<file path="src/hdl/dpbs_pkg.sv">
`timescale 1ns / 1ps
// ----------------------------------------------------------------------------
// dpbs_pkg
// Shared types and constants of the DCC packet bit serializer.
// ----------------------------------------------------------------------------
package dpbs_pkg;

    localparam int KIND_W   = 2;
    localparam int INDEX_W  = 4;
    localparam int BYTE_W   = 8;
    localparam int LEN_W    = 5;
    localparam int PRE_W    = 6;
    localparam int WORD_W   = 32;
    localparam int BITS_W   = 6;
    localparam int PTR_W    = 5;
    localparam int CFG_A_W  = 1;

    localparam logic [BITS_W-1:0] DIRECT_BITS = 6'd32;
    localparam logic [BITS_W-1:0] DATA_BITS   = 6'd9;
    localparam logic [BITS_W-1:0] CHECK_BITS  = 6'd10;

    localparam logic [LEN_W-1:0]  RST_LENGTH   = 5'd2;
    localparam logic [PRE_W-1:0]  RST_PREAMBLE = 6'd16;
    localparam logic [BYTE_W-1:0] RST_ENTRY0   = 8'hFF;
    localparam logic [BYTE_W-1:0] RST_ENTRY    = 8'h00;

    localparam logic [CFG_A_W-1:0] CFG_CUTOUT = 1'd0;
    localparam logic [CFG_A_W-1:0] CFG_DIRECT = 1'd1;

    typedef enum logic [KIND_W-1:0] {
        KIND_TICK   = 2'd0,
        KIND_BYTE   = 2'd1,
        KIND_HEADER = 2'd2,
        KIND_DIRECT = 2'd3
    } kind_t;

    typedef struct packed {
        logic               en;
        logic [INDEX_W-1:0] idx;
        logic [BYTE_W-1:0]  value;
    } store_wr_t;

    typedef struct packed {
        logic cutout_enable;
        logic direct_mode;
    } mode_t;

endpackage

</file>
<file path="src/hdl/dpbs_if.sv">
`timescale 1ns / 1ps
// ----------------------------------------------------------------------------
// dpbs channel interfaces
// Input item, result item and configuration write channels.
// ----------------------------------------------------------------------------
interface dpbs_in_if;
    logic        valid;
    logic        ready;
    logic [1:0]  kind;
    logic [3:0]  byte_index;
    logic [7:0]  byte_value;
    logic [4:0]  packet_length;
    logic [5:0]  preamble_length;
    logic [31:0] direct_word;

    modport source (output valid, kind, byte_index, byte_value, packet_length,
                    preamble_length, direct_word, input ready);
    modport sink   (input valid, kind, byte_index, byte_value, packet_length,
                    preamble_length, direct_word, output ready);
endinterface

interface dpbs_out_if;
    logic valid;
    logic ready;
    logic line_bit;
    logic packet_request;
    logic cutout_pulse;
    logic direct_taken;

    modport source (output valid, line_bit, packet_request, cutout_pulse, direct_taken,
                    input ready);
    modport sink   (input valid, line_bit, packet_request, cutout_pulse, direct_taken,
                    output ready);
endinterface

interface dpbs_cfg_if;
    logic       valid;
    logic       ready;
    logic [0:0] addr;
    logic [0:0] data;

    modport source (output valid, addr, data, input ready);
    modport sink   (input valid, addr, data, output ready);
endinterface

</file>
<file path="src/hdl/dpbs_ram.sv">
`timescale 1ns / 1ps
// ----------------------------------------------------------------------------
// dpbs_ram
// Generic single-write, single-read RAM with registered read (old data).
// ----------------------------------------------------------------------------
module dpbs_ram #(
    parameter int WIDTH = 8,
    parameter int DEPTH = 16
) (
    input  logic                     clk,
    input  logic                     we,
    input  logic [$clog2(DEPTH)-1:0] waddr,
    input  logic [WIDTH-1:0]         wdata,
    input  logic [$clog2(DEPTH)-1:0] raddr,
    output logic [WIDTH-1:0]         rdata
);

    logic [WIDTH-1:0] mem [DEPTH];

    always_ff @(posedge clk)
    begin
        if (we)
        begin
            mem[waddr] <= wdata;
        end
        rdata <= mem[raddr];
    end

endmodule

</file>
<file path="src/hdl/dpbs_store.sv">
`timescale 1ns / 1ps
// ----------------------------------------------------------------------------
// dpbs_store
// Packet byte store: RAM with per-entry valid bits, reset values and a
// write bypass for the entry under the read pointer.
// ----------------------------------------------------------------------------
module dpbs_store import dpbs_pkg::*; #(
    parameter int MAX_PACKET_BYTES = 16
) (
    input  logic              clk,
    input  logic              rst_n,
    input  store_wr_t         wr,
    input  logic [PTR_W-1:0]  rd_ptr_next,
    input  logic [PTR_W-1:0]  rd_ptr,
    output logic [BYTE_W-1:0] rd_byte
);

    localparam int AW = $clog2(MAX_PACKET_BYTES);
    localparam logic [PTR_W:0] DEPTH_P = (PTR_W+1)'(MAX_PACKET_BYTES);

    logic [MAX_PACKET_BYTES-1:0] valid_reg;
    logic                        bypass_hit_reg;
    logic [BYTE_W-1:0]           bypass_data_reg;
    logic [BYTE_W-1:0]           ram_rdata;
    logic                        wr_ok;
    logic                        rd_ok;
    logic [AW-1:0]               wr_addr;
    logic [AW-1:0]               rd_addr;

    assign wr_ok   = wr.en && ({2'b00, wr.idx} < DEPTH_P);
    assign rd_ok   = {1'b0, rd_ptr} < DEPTH_P;
    assign wr_addr = AW'({1'b0, wr.idx});
    assign rd_addr = AW'(rd_ptr);

    dpbs_ram #(
        .WIDTH (BYTE_W),
        .DEPTH (MAX_PACKET_BYTES)
    ) u_ram (
        .clk   (clk),
        .we    (wr_ok),
        .waddr (wr_addr),
        .wdata (wr.value),
        .raddr (AW'(rd_ptr_next)),
        .rdata (ram_rdata)
    );

    always_ff @(posedge clk or negedge rst_n)
    begin
        if (!rst_n)
        begin
            valid_reg      <= '0;
            bypass_hit_reg <= 1'b0;
        end
        else
        begin
            if (wr_ok)
            begin
                valid_reg[wr_addr] <= 1'b1;
            end
            bypass_hit_reg <= wr_ok && ({1'b0, wr.idx} == rd_ptr_next);
        end
    end

    always_ff @(posedge clk)
    begin
        bypass_data_reg <= wr.value;
    end

    always_comb
    begin
        if (!rd_ok)
        begin
            rd_byte = RST_ENTRY;
        end
        else if (bypass_hit_reg)
        begin
            rd_byte = bypass_data_reg;
        end
        else if (valid_reg[rd_addr])
        begin
            rd_byte = ram_rdata;
        end
        else if (rd_ptr == '0)
        begin
            rd_byte = RST_ENTRY0;
        end
        else
        begin
            rd_byte = RST_ENTRY;
        end
    end

endmodule

</file>
<file path="src/hdl/dpbs_framer.sv">
`timescale 1ns / 1ps
// ----------------------------------------------------------------------------
// dpbs_framer
// Bit sequencer: frame phases, shifter, direct word holding and the
// registered result item.
// ----------------------------------------------------------------------------
module dpbs_framer import dpbs_pkg::*; #(
    parameter int MAX_PACKET_BYTES = 16
) (
    input  logic               clk,
    input  logic               rst_n,
    input  logic               acc,
    input  logic [KIND_W-1:0]  kind,
    input  logic [LEN_W-1:0]   packet_length,
    input  logic [PRE_W-1:0]   preamble_length,
    input  logic [WORD_W-1:0]  direct_word,
    input  mode_t              mode,
    input  logic [BYTE_W-1:0]  rd_byte,
    output logic [PTR_W-1:0]   rd_ptr_next,
    output logic [PTR_W-1:0]   rd_ptr,
    input  logic               res_ready,
    output logic               res_valid,
    output logic               line_bit,
    output logic               packet_request,
    output logic               cutout_pulse,
    output logic               direct_taken
);

    localparam logic [LEN_W-1:0] LEN_CAP =
        LEN_W'(MAX_PACKET_BYTES < 31 ? MAX_PACKET_BYTES : 31);

    typedef enum logic [1:0] {
        PH_PRE   = 2'd0,
        PH_DATA  = 2'd1,
        PH_CHECK = 2'd2,
        PH_STOP  = 2'd3
    } phase_t;

    phase_t             phase_reg, phase_next;
    logic [LEN_W-1:0]   length_reg, length_next;
    logic [PRE_W-1:0]   preamble_reg, preamble_next;
    logic [WORD_W-1:0]  shift_reg, shift_next;
    logic [BITS_W-1:0]  bits_reg, bits_next;
    logic [PTR_W-1:0]   ptr_reg, ptr_next;
    logic [BYTE_W-1:0]  xor_reg, xor_next;
    logic               active_reg, active_next;
    logic               pending_reg, pending_next;
    logic [WORD_W-1:0]  held_reg, held_next;
    logic               valid_reg;
    logic               line_reg, line_next;
    logic               request_reg, request_next;
    logic               cutout_reg, cutout_next;
    logic               taken_reg, taken_next;
    logic               tick;
    kind_t              kind_c;

    assign kind_c      = kind_t'(kind);
    assign tick        = acc && (kind_c == KIND_TICK);
    assign rd_ptr_next = ptr_next;
    assign rd_ptr      = ptr_reg;

    always_comb
    begin
        phase_next    = phase_reg;
        length_next   = length_reg;
        preamble_next = preamble_reg;
        shift_next    = shift_reg;
        bits_next     = bits_reg;
        ptr_next      = ptr_reg;
        xor_next      = xor_reg;
        active_next   = active_reg;
        pending_next  = pending_reg;
        held_next     = held_reg;
        line_next     = 1'b1;
        request_next  = 1'b0;
        cutout_next   = 1'b0;
        taken_next    = 1'b0;

        if (acc && kind_c == KIND_HEADER)
        begin
            length_next   = (packet_length > LEN_CAP) ? LEN_CAP : packet_length;
            preamble_next = preamble_length;
        end

        if (acc && kind_c == KIND_DIRECT)
        begin
            held_next    = direct_word;
            pending_next = 1'b1;
        end

        if (tick)
        begin
            if (bits_reg == '0)
            begin
                if (mode.direct_mode)
                begin
                    if (pending_reg)
                    begin
                        shift_next   = held_reg;
                        bits_next    = DIRECT_BITS;
                        pending_next = 1'b0;
                        active_next  = 1'b1;
                        taken_next   = 1'b1;
                    end
                    else
                    begin
                        active_next = 1'b0;
                    end
                end
                else
                begin
                    case (phase_reg)
                        PH_PRE:
                        begin
                            request_next = 1'b1;
                            active_next  = 1'b0;
                            bits_next    = BITS_W'(preamble_reg);
                            phase_next   = PH_DATA;
                            ptr_next     = '0;
                            xor_next     = '0;
                        end
                        PH_DATA:
                        begin
                            if (length_reg != '0)
                            begin
                                active_next = 1'b1;
                                bits_next   = DATA_BITS;
                                xor_next    = xor_reg ^ rd_byte;
                                shift_next  = WORD_W'(rd_byte);
                                ptr_next    = ptr_reg + 1'b1;
                                if (ptr_next >= length_reg)
                                begin
                                    phase_next = PH_CHECK;
                                end
                            end
                            else
                            begin
                                active_next = 1'b0;
                            end
                        end
                        PH_CHECK:
                        begin
                            active_next = 1'b1;
                            bits_next   = CHECK_BITS;
                            shift_next  = WORD_W'({xor_reg, 1'b1});
                            phase_next  = mode.cutout_enable ? PH_STOP : PH_PRE;
                        end
                        PH_STOP:
                        begin
                            cutout_next = 1'b1;
                            active_next = 1'b0;
                            bits_next   = '0;
                            phase_next  = PH_PRE;
                        end
                        default:
                        begin
                            phase_next = PH_PRE;
                        end
                    endcase
                end
            end

            if (bits_next != '0)
            begin
                bits_next = bits_next - 1'b1;
            end
            line_next = active_next ? shift_next[bits_next[4:0]] : 1'b1;
        end
    end

    always_ff @(posedge clk or negedge rst_n)
    begin
        if (!rst_n)
        begin
            phase_reg    <= PH_PRE;
            length_reg   <= RST_LENGTH;
            preamble_reg <= RST_PREAMBLE;
            shift_reg    <= '0;
            bits_reg     <= '0;
            ptr_reg      <= '0;
            xor_reg      <= '0;
            active_reg   <= 1'b0;
            pending_reg  <= 1'b0;
            held_reg     <= '0;
            valid_reg    <= 1'b0;
        end
        else
        begin
            phase_reg    <= phase_next;
            length_reg   <= length_next;
            preamble_reg <= preamble_next;
            shift_reg    <= shift_next;
            bits_reg     <= bits_next;
            ptr_reg      <= ptr_next;
            xor_reg      <= xor_next;
            active_reg   <= active_next;
            pending_reg  <= pending_next;
            held_reg     <= held_next;
            if (tick)
            begin
                valid_reg <= 1'b1;
            end
            else if (res_ready)
            begin
                valid_reg <= 1'b0;
            end
        end
    end

    always_ff @(posedge clk)
    begin
        if (tick)
        begin
            line_reg    <= line_next;
            request_reg <= request_next;
            cutout_reg  <= cutout_next;
            taken_reg   <= taken_next;
        end
    end

    assign res_valid      = valid_reg;
    assign line_bit       = line_reg;
    assign packet_request = request_reg;
    assign cutout_pulse   = cutout_reg;
    assign direct_taken   = taken_reg;

endmodule

</file>
<file path="src/hdl/dcc_packet_bit_serializer.sv">
`timescale 1ns / 1ps
// ----------------------------------------------------------------------------
// dcc_packet_bit_serializer
// DCC line bit serializer for framed packets and raw direct words.
// ----------------------------------------------------------------------------
// Items stream back to back while no result is stalled; a
// bit tick yields one result item in the next cycle through an output register.
// The next item is taken in any cycle in which no result is held or the held
// result is accepted; a stalled result holds off the item channel. Packet
// bytes live in a RAM read ahead at the next byte pointer; a byte
// written just before it is read is forwarded. Entries not yet written read as
// their reset values, so no clearing pass is needed after reset.
module dcc_packet_bit_serializer import dpbs_pkg::*; #(
    parameter int MAX_PACKET_BYTES = 16
) (
    input  logic        clk,
    input  logic        rst_n,
    dpbs_in_if.sink     item,
    dpbs_out_if.source  result,
    dpbs_cfg_if.sink    cfg
);

    mode_t             mode_reg;
    store_wr_t         wr;
    logic              acc;
    logic [PTR_W-1:0]  rd_ptr_next;
    logic [PTR_W-1:0]  rd_ptr;
    logic [BYTE_W-1:0] rd_byte;

    assign item.ready = !result.valid || result.ready;
    assign acc        = item.valid && item.ready;
    assign cfg.ready  = 1'b1;

    always_ff @(posedge clk or negedge rst_n)
    begin
        if (!rst_n)
        begin
            mode_reg <= '0;
        end
        else if (cfg.valid)
        begin
            case (cfg.addr)
                CFG_CUTOUT: mode_reg.cutout_enable <= cfg.data[0];
                CFG_DIRECT: mode_reg.direct_mode   <= cfg.data[0];
                default:    mode_reg               <= mode_reg;
            endcase
        end
    end

    assign wr.en    = acc && (kind_t'(item.kind) == KIND_BYTE);
    assign wr.idx   = item.byte_index;
    assign wr.value = item.byte_value;

    dpbs_store #(
        .MAX_PACKET_BYTES (MAX_PACKET_BYTES)
    ) u_store (
        .clk         (clk),
        .rst_n       (rst_n),
        .wr          (wr),
        .rd_ptr_next (rd_ptr_next),
        .rd_ptr      (rd_ptr),
        .rd_byte     (rd_byte)
    );

    dpbs_framer #(
        .MAX_PACKET_BYTES (MAX_PACKET_BYTES)
    ) u_framer (
        .clk             (clk),
        .rst_n           (rst_n),
        .acc             (acc),
        .kind            (item.kind),
        .packet_length   (item.packet_length),
        .preamble_length (item.preamble_length),
        .direct_word     (item.direct_word),
        .mode            (mode_reg),
        .rd_byte         (rd_byte),
        .rd_ptr_next     (rd_ptr_next),
        .rd_ptr          (rd_ptr),
        .res_ready       (result.ready),
        .res_valid       (result.valid),
        .line_bit        (result.line_bit),
        .packet_request  (result.packet_request),
        .cutout_pulse    (result.cutout_pulse),
        .direct_taken    (result.direct_taken)
    );

endmodule

</file>
<file path="src/flat_wrapper.sv">
// flat-port wrapper written by rule: the top's interface ports become plain ports
module dcc_packet_bit_serializer_flat import dpbs_pkg::*;
#(
    parameter int MAX_PACKET_BYTES = 16
)
  (clk, rst_n, item_valid, item_kind, item_byte_index, item_byte_value, item_packet_length, item_preamble_length, item_direct_word, item_ready, result_valid, result_line_bit, result_packet_request, result_cutout_pulse, result_direct_taken, result_ready, cfg_valid, cfg_addr, cfg_data, cfg_ready);
  dpbs_in_if item_i ();
  dpbs_out_if result_i ();
  dpbs_cfg_if cfg_i ();
  input  logic clk;
  input  logic rst_n;
  input wire logic [$bits(item_i.valid)-1:0] item_valid;
  input wire logic [$bits(item_i.kind)-1:0] item_kind;
  input wire logic [$bits(item_i.byte_index)-1:0] item_byte_index;
  input wire logic [$bits(item_i.byte_value)-1:0] item_byte_value;
  input wire logic [$bits(item_i.packet_length)-1:0] item_packet_length;
  input wire logic [$bits(item_i.preamble_length)-1:0] item_preamble_length;
  input wire logic [$bits(item_i.direct_word)-1:0] item_direct_word;
  output wire logic [$bits(item_i.ready)-1:0] item_ready;
  output wire logic [$bits(result_i.valid)-1:0] result_valid;
  output wire logic [$bits(result_i.line_bit)-1:0] result_line_bit;
  output wire logic [$bits(result_i.packet_request)-1:0] result_packet_request;
  output wire logic [$bits(result_i.cutout_pulse)-1:0] result_cutout_pulse;
  output wire logic [$bits(result_i.direct_taken)-1:0] result_direct_taken;
  input wire logic [$bits(result_i.ready)-1:0] result_ready;
  input wire logic [$bits(cfg_i.valid)-1:0] cfg_valid;
  input wire logic [$bits(cfg_i.addr)-1:0] cfg_addr;
  input wire logic [$bits(cfg_i.data)-1:0] cfg_data;
  output wire logic [$bits(cfg_i.ready)-1:0] cfg_ready;
  assign item_i.valid = item_valid;
  assign item_i.kind = item_kind;
  assign item_i.byte_index = item_byte_index;
  assign item_i.byte_value = item_byte_value;
  assign item_i.packet_length = item_packet_length;
  assign item_i.preamble_length = item_preamble_length;
  assign item_i.direct_word = item_direct_word;
  assign item_ready = item_i.ready;
  assign result_valid = result_i.valid;
  assign result_line_bit = result_i.line_bit;
  assign result_packet_request = result_i.packet_request;
  assign result_cutout_pulse = result_i.cutout_pulse;
  assign result_direct_taken = result_i.direct_taken;
  assign result_i.ready = result_ready;
  assign cfg_i.valid = cfg_valid;
  assign cfg_i.addr = cfg_addr;
  assign cfg_i.data = cfg_data;
  assign cfg_ready = cfg_i.ready;
  dcc_packet_bit_serializer #(.MAX_PACKET_BYTES(MAX_PACKET_BYTES)) u_core (.clk(clk), .rst_n(rst_n), .item(item_i), .result(result_i), .cfg(cfg_i));
endmodule
</file>
<file path="config.mk">
export PLATFORM = sky130hd
export DESIGN_NAME = dcc_packet_bit_serializer_flat
export DESIGN_NICKNAME = d
export VERILOG_FILES = /design/src/hdl/dpbs_pkg.sv /design/src/hdl/dpbs_if.sv /design/src/hdl/dpbs_ram.sv /design/src/hdl/dpbs_store.sv /design/src/hdl/dpbs_framer.sv /design/src/hdl/dcc_packet_bit_serializer.sv /design/src/flat_wrapper.sv
export SDC_FILE = /design/constraint.sdc
export NUM_CORES = 1
export LEC_CHECK = 0
export ABC_AREA = 0
export ABC_CLOCK_PERIOD_IN_PS = 3950
export BUFFER_PORTS_ARGS = -buffer_cell sky130_fd_sc_hd__clkbuf_2
export CAP_MARGIN = 20
export CORE_MARGIN = 5
export CORE_UTILIZATION = 60
export DETAILED_ROUTE_END_ITERATION = 16
export PLACE_DENSITY = 0.82
export SYNTH_ARGS = -nofsm -noshare
export SYNTH_HDL_FRONTEND = slang
export SYNTH_SLANG_ARGS = --single-unit
</file>
<file path="constraint.sdc">
create_clock -name clk -period 3.95 [get_ports clk]
set_input_delay 0.5925 -clock clk [delete_from_list [all_inputs] [get_ports clk]]
set_output_delay 0.5925 -clock clk [all_outputs]
set_load 0.05 [all_outputs]
</file>
Word-level counts from Yosys, hierarchy flattened
Memories as Yosys holds them, arrays and structs flattened. A register that Yosys moved wholly into a read port is not among the register bits.
Index checks and enable logic that the tools add are counted.
{ "classes": {"n_addsub": 2, "n_lt_le_gt_ge": 7, "eq_ne": 9, "mux": 53, "bitwise": 5, "n_reduce_logical": 24} }
{ "ops": {"columns": ["cell", "count"], "rows": [
  ["2-to-1 mux 32 bit", 5],
  ["one-hot mux 32 bit (2 select lines)", 1],
  ["2-to-1 mux 6 bit", 7],
  ["2-to-1 mux 8 bit", 5],
  ["2-to-1 mux 5 bit", 5],
  ["one-hot mux 6 bit (4 select lines)", 1],
  ["2-to-1 mux 1 bit", 19],
  ["bitwise OR 16 bit", 1],
  ["one-hot mux 8 bit (2 select lines)", 1],
  ["< comparator 4 x 5 -> 1 bit (second input constant)", 2],
  ["one-hot mux 5 bit (2 select lines)", 1],
  ["AND reduction 5 bit", 2],
  ["equality test 2 bit (second input constant)", 4],
  ["one-hot mux 2 bit (4 select lines)", 1],
  ["XOR 8 bit", 1],
  ["logical AND 1 bit", 7],
  ["zero test 6 bit", 1],
  ["< comparator 5 x 6 -> 1 bit (second input constant)", 1],
  ["2-to-1 mux 2 bit", 3],
  ["AND reduction 2 bit", 3],
  ["nonzero test 6 bit", 1],
  ["subtractor 6 x 1 -> 6 bit (second input constant)", 1],
  ["adder 5 x 1 -> 5 bit (second input constant)", 1],
  ["binary-select mux 1 bit (select 5 bit)", 1],
  ["other kinds (18)", 25]
]} }
{ "word_totals": {"ff_bits": 130, "ram_bits": 128, "inputBits": 64, "n_memories": 1} }
{ "memory_table": {"columns": ["memory", "depth", "word_bits", "read_ports", "rd_ports_with_merged_regs", "write_ports", "line_no", "rtl"], "rows": [
  ["u_core.u_store.u_ram.mem", 16, 8, 1, 1, 1, "dpbs_ram.sv:18", "logic [WIDTH-1:0] mem [DEPTH];"]
]} }

Longest topological paths before layout
Gate-level depths: netlist (run 1).
{ "logic_depth": {"ltp_word": 12, "depth_mapped": 17, "mapped_depth_nobuf": 14} }

Cells and area by module
From an unflattened synthesis (run 1), not the netlist that was laid out.
{ "unflattened": {"hier_cells": 952, "hier_area_um2": 12208.0} }
{ "modules_own_cells": {"columns": ["mod", "instances", "cells_per_inst", "area_per_inst_um2", "seq_area_each_um2"], "rows": [
  ["dpbs_framer", 1, 599, 5705.5, 2600.0],
  ["dpbs_ram", 1, 229, 5147.4, 4003.8],
  ["dpbs_store", 1, 113, 1234.9, 585.6],
  ["dcc_packet_bit_serializer", 1, 11, 120.1, 50.0]
]} }

Worst setup path after synthesis (run 1)
No wires, ideal clock.
{ "synth_path": {"path_type": "register to register", "start": "register u_core.u_framer.length_reg[1]", "end": "register u_core.u_framer.line_reg (netlist: u_core.u_framer.line_bit), data pin", "arrival_ns": 3.290, "slack_ns": 0.399, "stages_incl_launch_ff": 15, "path_buffers": 1, "synth_period_minus_slack_ns": 3.551, "path_cell_list": "dfstp_2 -> or4_1 -> o21ai_2 -> o21ai_0 -> a21o_2 -> inv_1 -> ha_1 -> and3_4 -> buf_6 -> nand2_8 -> xnor2_2 -> mux2i_1 -> mux2_2 -> a211o_1 -> o32a_1"} }
{ "synth_between": {"elab_chain_cells": 11, "elab_cells_between_ends": 22, "classes_between": "add/sub: 1; mux: 19; reduce/logical: 2"} }
{ "synth_lines": {"columns": ["item", "line_no", "rtl"], "rows": [
  ["start, declared", "dpbs_framer.sv:40", "logic [LEN_W-1:0] length_reg, length_next;"],
  ["start signal, assigned", "dpbs_framer.sv:190", "length_reg <= length_next;"],
  ["nonzero test 5 bit *", "dpbs_framer.sv:124", "if (length_reg != '0)"],
  ["2-to-1 mux 6 bit", "dpbs_framer.sv:124", null],
  ["one-hot mux 6 bit (4 select lines)", "dpbs_framer.sv:112", "case (phase_reg)"],
  ["2-to-1 mux 6 bit", "dpbs_framer.sv:95", "if (mode.direct_mode)"],
  ["2-to-1 mux 6 bit", "dpbs_framer.sv:93", "if (bits_reg == '0)"],
  ["2-to-1 mux 6 bit", "dpbs_framer.sv:91", "if (tick)"],
  ["subtractor 6 x 1 -> 6 bit or nonzero test 6 bit (tied branches)", "dpbs_framer.sv:165, dpbs_framer.sv:163", null],
  ["2-to-1 mux 6 bit", "dpbs_framer.sv:163", "if (bits_next != '0)"],
  ["2-to-1 mux 6 bit", "dpbs_framer.sv:91", null],
  ["binary-select mux 1 bit (select 5 bit)", "dpbs_framer.sv:167", "line_next = active_next ? shift_next[bits_next[4:0]] : 1'b1;"],
  ["2-to-1 mux 1 bit (implied by the code)", "dpbs_framer.sv:167", null],
  ["end signal, assigned", "dpbs_framer.sv:214", "line_reg <= line_next;"],
  ["end, declared", "dpbs_framer.sv:50", "logic line_reg, line_next;"]
]} }
Every way passes the cells marked *; elsewhere a longest branch is shown, timed or not. The select of a mux whose other input is x is not followed.
A chain may end at the register's enable or synchronous reset.

Final worst setup path (run 1)
{ "layout_path": {"start": "register u_core.u_framer.phase_reg[0]", "end": "register u_core.u_framer.line_reg (netlist: u_core.u_framer.line_bit), data pin"} }
{ "layout_between": {"elab_chain_cells": 10, "elab_cells_between_ends": 23, "classes_between": "add/sub: 1; eq/ne: 3; mux: 16; reduce/logical: 3"} }
{ "layout_lines": {"columns": ["item", "line_no", "rtl"], "rows": [
  ["start, declared", "dpbs_framer.sv:39", "phase_t phase_reg, phase_next;"],
  ["start signal, assigned", "dpbs_framer.sv:189", "phase_reg <= phase_next;"],
  ["equality test 2 bit (tied with other cells)", "dpbs_framer.sv:112", null],
  ["one-hot mux 6 bit (4 select lines)", "dpbs_framer.sv:112", null],
  ["2-to-1 mux 6 bit", "dpbs_framer.sv:95", null],
  ["2-to-1 mux 6 bit", "dpbs_framer.sv:93", null],
  ["2-to-1 mux 6 bit", "dpbs_framer.sv:91", null],
  ["subtractor 6 x 1 -> 6 bit or nonzero test 6 bit (tied branches)", "dpbs_framer.sv:165, dpbs_framer.sv:163", null],
  ["2-to-1 mux 6 bit", "dpbs_framer.sv:163", null],
  ["2-to-1 mux 6 bit", "dpbs_framer.sv:91", null],
  ["binary-select mux 1 bit (select 5 bit)", "dpbs_framer.sv:167", null],
  ["2-to-1 mux 1 bit (implied by the code)", "dpbs_framer.sv:167", null]
]} }
Parallel ways exist; a longest one is shown, timed or not. The select of a mux whose other input is x is not followed.

==> results of run 1 <==
## power by group through the flow
stage | logic, mW | registers (mW) | clock network, mW
after floorplan | 2.68 | 3.56 | 0
after global placement | 3.28 | 3.69 | 0
after detailed placement | 3.36 | 3.70 | 0
after CTS | 3.41 | 3.65 | 2.91
after global routing | 3.76 | 3.70 | 3.04
final | 3.48 | 3.67 | 2.88
## per-stage QoR
step	utilization (%)	total power, mW	instance area (µm²)
global route	68.8	10.5	13900
detailed placement	63.6	7.06	12800
finish	68.8	10.0	13900
floorplan	-	6.23	12200
global placement	63.6	6.97	12800
CTS	68.8	9.97	13900
## cell families (layout without fill, tap and decap cells)
logic type / Yosys count / in the layout / synth area share (%)
xor gates and xnor gates: 10 / 10 / 0.930
and+or+nand+nor: 308 / 308 / 12.3
muxes: 65 / 65 / 6.35
adders and majority gates: 13 / 13 / 1.33
buffers and inverters: 94 / 173 / 3.73
other: 1 / 1 / 0.0306
DFF: 266 / 266 / 59.1
AOI/OAI and AO/OA: 272 / 272 / 16.2
## cell usage in the layout (no fill, tap or decap), types with 19 or more instances in the layout
cell type  synthesis  layout
a211oi_1          43      43
a21oi_1           39      39
a22o_1            31      31
a22oi_1           23      23
a31oi_1           23      23
and2_1            32      32
buf_4              2      30
clkbuf_16          0      28
clkbuf_2           1      68
dfrtp_1          116     116
edfxtp_1         132     132
inv_1             19      19
mux2_2            48      48
nand2_1          141     141
nor2_1            34      34
o21ai_0           32      32
## worst max path at each step
stage / start / depth (start not counted) / slack [ps] / end
floorplan: u_core.u_framer.length_reg[1] / 14 / 400 / u_core.u_framer.line_bit
global placement: u_core.u_framer.phase_reg[1] / 9 / 360 / u_core.u_framer.line_bit
detailed placement: u_core.u_framer.phase_reg[1] / 9 / 280 / u_core.u_framer.line_bit
CTS: u_core.u_framer.phase_reg[0] / 12 / 270 / u_core.u_framer.line_bit
global route: u_core.u_framer.bits_reg[0] / 13 / 60 / u_core.u_store.u_ram.rdata[2]
finish: u_core.u_framer.phase_reg[0] / 12 / 200 / u_core.u_framer.line_bit
## per-layer routing
metal	routed length, µm	vias up	track usage (%)
met3	2710	67	4.72
met5	0	-	0
li1	-	3950	-
met2	13300	449	38.1
met1	11900	4249	35.0
met4	881	0	6.96
## timing repair
| action | in CTS | in global routing |
|---|---|---|
| hold buffers | 0 | 0 |
| endpoints found under the setup margin | 0 | 1 |
| setup buffers | 0 | 0 |
| gates resized for setup | 0 | 1 |
## layout make-up
class / instances / share of cell area, %
sequential: 266 / 52.2
multi-input combinational: 669 / 32.9
clock buffer: 32 / 5.16
timing repair buffer: 101 / 4.51
tap: 270 / 2.43
clock inverter: 20 / 2.29
inverter: 20 / 0.541
==> metrics.md, run 1 <==
| Metric | Value |
|---|---|
| I/O Buffers | 69 |
| Vias in the first global route | 8,366 |
| # nets final | 1,163 |
| Ant diodes | 0 |
| Ys Warns | 0 |
| Routed Antenna Nets | 0 |
| Worst-Margin Slew | 972 ps |
| Clk Latency, worst-skew pair | 570 ps |
| Die Ht | 153 µm |
| Max cap viols | 0 |
| # fillers | 1,410 |
| Routed vias | 8,715 |
| Reg clk slew, reported paths | 70 ps |
| # clock sinks | 266 |
| FF-to-FF End | u_core.u_framer.line_bit |
| Clock skew | 50.3 ps |
| Ratio of cells with drive above 1 in the final layout | 22.0% |
| CTS tree | yes |
| FP Rows | 52 |
| Commonest cells in the netlist | nand2_1, edfxtp_1, dfrtp_1 |
| Reg2Reg Setup Slack | 200 ps |
| Fin crit share | 95.0% |
| Pwr Density | 722 nW/µm² |
| DR pass1 iterations | 5 |
| Total wire length | 28.8 mm |
| Overflow after GRT | 0 |
| Placed cell count | 1,326 |
| Switch share | 34.7% |
| Final Max Tran Viols | 0 |
| CP Launch Type | flip-flop |
| Starting Density | 60.7% |
| Top cell type's share of synthesized area | 32.4% |
| CP bufs+invs | 1 |
| Hold_ws | 158 ps |
| Flop pwr share | 36.6% |
| Final setup viols | 0 |
| P&R area growth vs syn | 13.4% |
| Pin count of the biggest net entering global routing | 68 |
| DIE WIDTH | 153 µm |
| FFs w/ async S/R, synth | 44.4% |
| CTS H-tree depth | 1 |
| CORE AREA | 20,200 µm² |
| P_sw | 3.48 mW |
| Int Pwr | 6.55 mW |
| Ports | 71 |
| Reg2reg path depth | 12 |
| Max frequency | 266 MHz |
| Iteration-0 DRC count of the detailed router | 886 |
| Post-synthesis cell type count | 88 |
| Fin cells | 1,378 |
| P_leak | 5.54 nW |
| WL/cell | 20.9 µm |
| CTS Root Cell | clkbuf_16 |
| Combinational share of power | 34.7% |
| CP Cell Sequence | inv_1 -> ha_1 -> mux2_2 -> a21oi_1 -> ha_1 -> and3_4 -> nand2_8 -> xnor2_2 -> mux2i_1 -> mux2_2 -> a211o_1 -> o32a_1 |
| Post-place setup slack | 281 ps |
| Register bit total from synthesis | 266 |
| FF+latch area | 7240 µm² |
| Fin. Hold Viols | 0 |
| CP Max Fanout | 9 |
| Syn nets | 1,106 |
| Fin Setup TNS | 0 ps |
| Final worst slack | 197 ps |
| Synth area leader | edfxtp_1 |
| Final min period | 3750 ps |
| Synthesized cell area | 12,200 µm² |
| CTS Buf Count | 28 |
| First-pass GRT wire length | 46.0 mm |
| DIE AREA | 23,400 µm² |
| Count leader, synth | nand2_1 |
| Largest stage delay on the critical path | 510 ps |
| Outcome | complete, no violations |
| RSZ-0062 raised after global routing | no |
| Syn avg cell area | 11.9 µm² |
| Antenna violations before repair | 0 |
| Via-to-Cell Ratio | 6.32 |
| CP max-delay cell | xnor2_2 |
| Clock power frac | 28.7% |
| Synth area leaders | edfxtp_1, dfrtp_1, mux2_2, nand2_1, a211oi_1 |
| CP Class | reg2reg |
| Post-synth EDFFs | 132 |
| Main flop type after synthesis | edfxtp_1 |
| CP endpoint kind | flip-flop |
| Total GRT Usage | 24.3% |
| Drt drc | 0 |
| CP arrival | 4070 ps |
| Slew headroom | 35.0% |
| GP Congestion | 0.940 |
| Cell family with most CP delay | compound AO/OA/AOI/OAI gates |
| Max reg flops | 128 |
| Launch point of the worst reg-to-reg path | u_core.u_framer.phase_reg[0] |
| Worst ir drop on vdd | 0.519 mV |
| Hpwl dp | 18.9 mm |
| Area of the multi-input gates | 4570 µm² |
| Hold Path Class | in2async |
| Worst path required time | 4270 ps |
| Post-synthesis cell count | 1,029 |
| Maximum clock insertion buffer count | 3 |
| Sequential area share after synthesis | 59.1% |
No activity file was read; power rests on OpenSTA's default activity.
==> inputs of run 2 (changes only) <==
--- a/config.mk
+++ b/config.mk
@@ -6,13 +6,14 @@
 export NUM_CORES = 1
 export LEC_CHECK = 0
 export ABC_AREA = 0
-export ABC_CLOCK_PERIOD_IN_PS = 3950
+export ABC_CLOCK_PERIOD_IN_PS = 4310
 export BUFFER_PORTS_ARGS = -buffer_cell sky130_fd_sc_hd__clkbuf_2
-export CAP_MARGIN = 20
+export CAP_MARGIN = 0
 export CORE_MARGIN = 5
 export CORE_UTILIZATION = 60
 export DETAILED_ROUTE_END_ITERATION = 16
 export PLACE_DENSITY = 0.82
+export SKIP_LAST_GASP = 1
 export SYNTH_ARGS = -nofsm -noshare
 export SYNTH_HDL_FRONTEND = slang
 export SYNTH_SLANG_ARGS = --single-unit
==> constraint.sdc (replaced) <==
create_clock -name clk -period 4.31 [get_ports clk]
set_input_delay 0.6465 -clock clk [delete_from_list [all_inputs] [get_ports clk]]
set_output_delay 0.6465 -clock clk [all_outputs]
set_load 0.05 [all_outputs]
==> run 2 against run 1 <==
- routed wire length is 2.4% higher
- largest cell class unchanged
- clock-buffer cell count up 1
- critical path type unchanged
- largest power group unchanged
- cell count down 0.36%
- sequential power fell by 8.2%
- global-route usage grew 0.55 points
- via count fell by 1.3%
- critical path depth increased by 1
==> metrics.md, run 2 (synthesis results as in run 1) <==
| Metric | Value |
|---|---|
| Total chip power | 8.88 mW |
| FP Rows | 52 |
| Max reg flops | 128 |
| Max cap viols | 0 |
| Clk Latency, worst-skew pair | 550 ps |
| Outcome | complete, no violations |
| Overflow after GRT | 0 |
| Hpwl dp | 19.2 mm |
| Die Ht | 153 µm |
| Pwr Density | 648 nW/µm² |
| FF-to-FF End | u_core.u_framer.line_bit |
| Commonest cells after routing, fill and taps aside | nand2_1, edfxtp_1, dfrtp_1, clkbuf_2, mux2_2 |
| Final Max Tran Viols | 0 |
| Routed Antenna Nets | 0 |
| Reg2reg path depth | 13 |
| DIE WIDTH | 153 µm |
| Total GRT Usage | 24.8% |
| Via-to-Cell Ratio | 6.27 |
| Launch point of the worst reg-to-reg path | u_core.u_framer.length_reg[2] |
| Fin crit share | 90.1% |
| Iteration-0 DRC count of the detailed router | 928 |
| DR pass1 iterations | 5 |
| FF+latch area | 7240 µm² |
| I/O Buffers | 69 |
| Clock skew | 14.3 ps |
| CP Max Fanout | 12 |
| Fin Setup TNS | 0 ps |
| RSZ-0062 raised after global routing | no |
| Commonest non-fill, non-tap cell in the layout | nand2_1 |
| Postcts setup bufs | 0 |
| Antenna violations before repair | 0 |
| CTS Root Cell | clkbuf_16 |
| Ports | 71 |
| CP Launch Type | flip-flop |
| GP Congestion | 0.937 |
| First-pass GRT wire length | 46.8 mm |
| CTS Buf Count | 28 |
| Area post-placement | 12,800 µm² |
| CORE AREA | 20,200 µm² |
| Starting Density | 60.7% |
| Worst ir drop on vdd | 0.411 mV |
| Ratio of cells with drive above 1 in the final layout | 21.8% |
| Vias in the first global route | 8,463 |
| Total wire length | 29.5 mm |
| Final setup viols | 0 |
| CTS tree | yes |
| DIE AREA | 23,400 µm² |
| Worst-Margin Slew | 1100 ps |
| Area of the multi-input gates | 4560 µm² |
| Final worst slack | 425 ps |
| Reg2Reg Setup Slack | 430 ps |
| P_leak | 5.46 nW |
| WL/cell | 21.5 µm |
| Ant diodes | 0 |
| Post-CTS resize count | 0 |
| Drt drc | 0 |
| CTS H-tree depth | 1 |
| Post-place setup slack | 463 ps |
| CP endpoint kind | flip-flop |
| Slew headroom | 26.4% |
| Max frequency | 257 MHz |
| Pin count of the biggest net entering global routing | 66 |
| CP Class | reg2reg |
| # fillers | 1,465 |
| Final min period | 3880 ps |
| Worst path required time | 4610 ps |
| Maximum clock insertion buffer count | 3 |
| Post-route cell area | 13,700 µm² |
| Hold Path Class | in2async |
| Reg clk slew, reported paths | 60 ps |
| CTS hold repair buffers | 0 |
| Routed vias | 8,602 |
| P&R area growth vs syn | 12.0% |
| # clock sinks | 266 |
| Fin. Hold Viols | 0 |
| CP arrival | 4190 ps |
| # nets final | 1,158 |
## run 2: layer usage
layer / GRT usage [%] / vias to the layer above / wire, µm
li1: - / 3930 / -
met1: 37.1 / 4204 / 12700
met2: 37.9 / 407 / 13500
met3: 4.27 / 61 / 2410
met4: 7.04 / 0 / 851
met5: 0 / - / 0
## run 2: area by class of cell
type                       count  area share, %
clock inverter                19           1.52
clock buffer                  33           5.32
tap                          270           2.46
inverter                      20          0.547
multi-input combinational    669           33.2
sequential                   266           52.8
timing repair buffer          96           4.11
## run 2: worst max path at each step
stage | startpoint | to | slack (ps) | depth (start not counted)
final | u_core.u_framer.length_reg[2] | u_core.u_framer.line_bit | 430 | 13
after global routing | u_core.u_framer.length_reg[2] | u_core.u_framer.line_bit | 250 | 13
after detailed placement | u_core.u_framer.length_reg[2] | u_core.u_framer.line_bit | 460 | 13
after floorplan | u_core.u_framer.length_reg[1] | u_core.u_framer.line_bit | 760 | 14
after global placement | u_core.u_framer.length_reg[2] | u_core.u_framer.line_bit | 530 | 12
after CTS | u_core.u_framer.length_reg[2] | u_core.u_framer.line_bit | 470 | 13
## run 2: report_power, final
| group | switching, mW | internal, mW | leakage [nW] | total, mW |
|---|---|---|---|---|
| Clock | 1.01 | 1.40 | 0.446 | 2.41 |
| Sequential | 0.344 | 3.03 | 2.81 | 3.37 |
| Combinational | 1.82 | 1.29 | 2.20 | 3.10 |
## run 2: critical path, cell delays in order (launching register included)
cell and delay (ps):
dfrtp_1 390, or4_1 580, o21ai_2 190, o21ai_0 100, a21o_2 310, inv_1 190
ha_1 200, and3_4 260, nand2_8 80, xnor2_4 400, nor3_1 100, nor4_1 330
a211oi_1 120, o32a_1 380
## run 2: metrics by stage
| step | cells | hold slack [ps] | util [%] |
|---|---|---|---|
| 2_1_floorplan | 1029 | 351 | - |
| 3_3_place_gp | 1321 | 448 | 63.3 |
| 3_5_place_dp | 1321 | 450 | 63.3 |
| 4_1_cts | 1373 | 225 | 68.0 |
| 5_1_grt | 1373 | 291 | 68.0 |
| 6_report | 1373 | 215 | 68.0 |
==> inputs of run 3 (changes only) <==
--- a/config.mk
+++ b/config.mk
@@ -7,7 +7,7 @@
 export LEC_CHECK = 0
 export ABC_AREA = 0
 export ABC_CLOCK_PERIOD_IN_PS = 4310
-export BUFFER_PORTS_ARGS = -buffer_cell sky130_fd_sc_hd__clkbuf_2
+export BUFFER_PORTS_ARGS = -buffer_cell sky130_fd_sc_hd__buf_2
 export CAP_MARGIN = 0
 export CORE_MARGIN = 5
 export CORE_UTILIZATION = 60
==> run 3 against run 2 <==
- non-clock buffer count down 2
- clock-buffer cell count up 2
- first-iteration DRC count rose by 9.2%
- global-route usage is 0.23 points lower
- clock power fell by 9.5%
- hold slack got worse by 25 ps
- total power shrank 2.6%
- highest routed layer unchanged
==> metrics.md, run 3 (synthesis results as in run 1) <==
| Metric | Value |
|---|---|
| Clock skew | 15.2 ps |
| RSZ-0062 raised after global routing | no |
| CTS tree | yes |
| CP Launch Type | flip-flop |
| Reg clk slew, reported paths | 60 ps |
| Final worst slack | 300 ps |
| Pin count of the biggest net entering global routing | 65 |
| Most used cell, CP | and2_1 |
| Cell family with most CP delay | compound AO/OA/AOI/OAI gates |
| Drt drc | 0 |
| CP max-delay cell | a31oi_1 |
| Via-to-Cell Ratio | 6.32 |
| Worst ir drop on vdd | 0.423 mV |
| First-pass GRT wire length | 46.2 mm |
| Final min period | 4010 ps |
| Slew headroom | 22.8% |
| CP Depth | 12 |
| DR pass1 iterations | 6 |
| Post-CTS resize count | 0 |
| CTS Root Cell | clkbuf_16 |
| CP Cell Sequence | nor4_1 -> and2_1 -> a21o_2 -> inv_1 -> ha_1 -> xor2_1 -> a31oi_1 -> and2_1 -> nand2b_1 -> o32ai_1 -> a211oi_1 -> o32a_1 |
| Routed Antenna Nets | 0 |
| Max cap viols | 0 |
| CTS Buf Count | 27 |
| Crit path launch | u_core.u_framer.bits_reg[0] |
| Die Ht | 153 µm |
| CTS hold repair buffers | 0 |
| P&R area growth vs syn | 10.9% |
| WL/cell | 21.4 µm |
| Ports | 71 |
| CTS H-tree depth | 1 |
| Largest stage delay on the critical path | 500 ps |
| # fillers | 1,490 |
| Reg2Reg Setup Slack | 300 ps |
| Worst path required time | 4610 ps |
| DIE AREA | 23,400 µm² |
| # nets final | 1,155 |
| Placed cell count | 1,319 |
| Vias in the first global route | 8,442 |
| Postcts setup bufs | 0 |
| Routed vias | 8,652 |
| Antenna violations before repair | 0 |
| Outcome | complete, no violations |
| Hold Path Class | in2async |
| Launch point of the worst reg-to-reg path | u_core.u_framer.bits_reg[0] |
| Final Max Tran Viols | 0 |
| Worst-Margin Slew | 1150 ps |
| P_leak | 5.39 nW |
| Fin cells | 1,369 |
| Area of the multi-input gates | 4560 µm² |
| Fin crit share | 93.0% |
| I/O Buffers | 69 |
| GP Congestion | 0.898 |
| CP endpoint kind | flip-flop |
| Ratio of cells with drive above 1 in the final layout | 21.1% |
| Clk Latency, worst-skew pair | 550 ps |
| Fin. Hold Viols | 0 |
| Hpwl dp | 19.4 mm |
| Pwr Density | 637 nW/µm² |
| Max reg flops | 128 |
| Max frequency | 249 MHz |
| Total wire length | 29.3 mm |
| CORE AREA | 20,200 µm² |
| Reg2reg path depth | 12 |
| Post-place setup slack | 423 ps |
| Overflow after GRT | 0 |
| Starting Density | 60.7% |
| FF+latch area | 7240 µm² |
| Final setup viols | 0 |
| Total GRT Usage | 24.6% |
| DIE WIDTH | 153 µm |
| CP arrival | 4310 ps |
| FP Rows | 52 |
| # clock sinks | 266 |
| CP Max Fanout | 9 |
| Commonest cells after routing, fill and taps aside | nand2_1, edfxtp_1, dfrtp_1, buf_2, mux2_2 |
| Maximum clock insertion buffer count | 3 |
| Fin Setup TNS | 0 ps |
| CP Class | reg2reg |
| Iteration-0 DRC count of the detailed router | 1,013 |
| Commonest non-fill, non-tap cell in the layout | nand2_1 |
| Ant diodes | 0 |
| CP bufs+invs | 1 |
==> run 3: worst paths after layout <==
| kind | to |
|---|---|
| worst min register to register | u_core.u_store.valid_reg[5] |
| worst max register to register | u_core.u_framer.line_bit |
| worst min-delay path | u_core.u_framer.preamble_reg[5] |
| max in group asynchronous | u_core.u_framer.length_reg[1] |
| min in group clk | u_core.u_framer.held_reg[14] |
| worst max-delay path | u_core.u_framer.line_bit |
==> run 3: through the flow <==
stage	total power, mW	util [%]	hold WS (ps)	cell area [µm²]
3_5_place_dp	6.42	63.2	447	12700
6_report	8.66	67.3	190	13600
3_3_place_gp	6.36	63.2	447	12700
2_1_floorplan	5.71	-	351	12200
5_1_grt	9.12	67.3	248	13600
4_1_cts	8.63	67.3	206	13600
==> run 3: where the power goes <==
group	switching [mW]	internal (mW)
logic	1.83	1.28
registers	0.341	3.03
clock network	0.966	1.21
total	3.13	5.52
==> run 3: layer usage <==
layer	wire length, µm	up-vias	share of wire [%]	global-route usage (%)
met2	13600	470	47	38.3
met3	2490	75	8.5	4.27
li1	-	3931	-	-
met4	822	0	2.8	7.34
met1	12300	4176	42	35.9
met5	0	-	0	0
==> run 3: layout make-up <==
cell class                      count  share of cell area (%)
Inverter                           20                   0.553
Clock buffer                       35                    5.42
Tap cell                          270                    2.49
Timing Repair Buffer               94                    3.94
Sequential cell                   266                    53.3
Clock inverter                     15                   0.710
Multi-Input combinational cell    669                    33.6
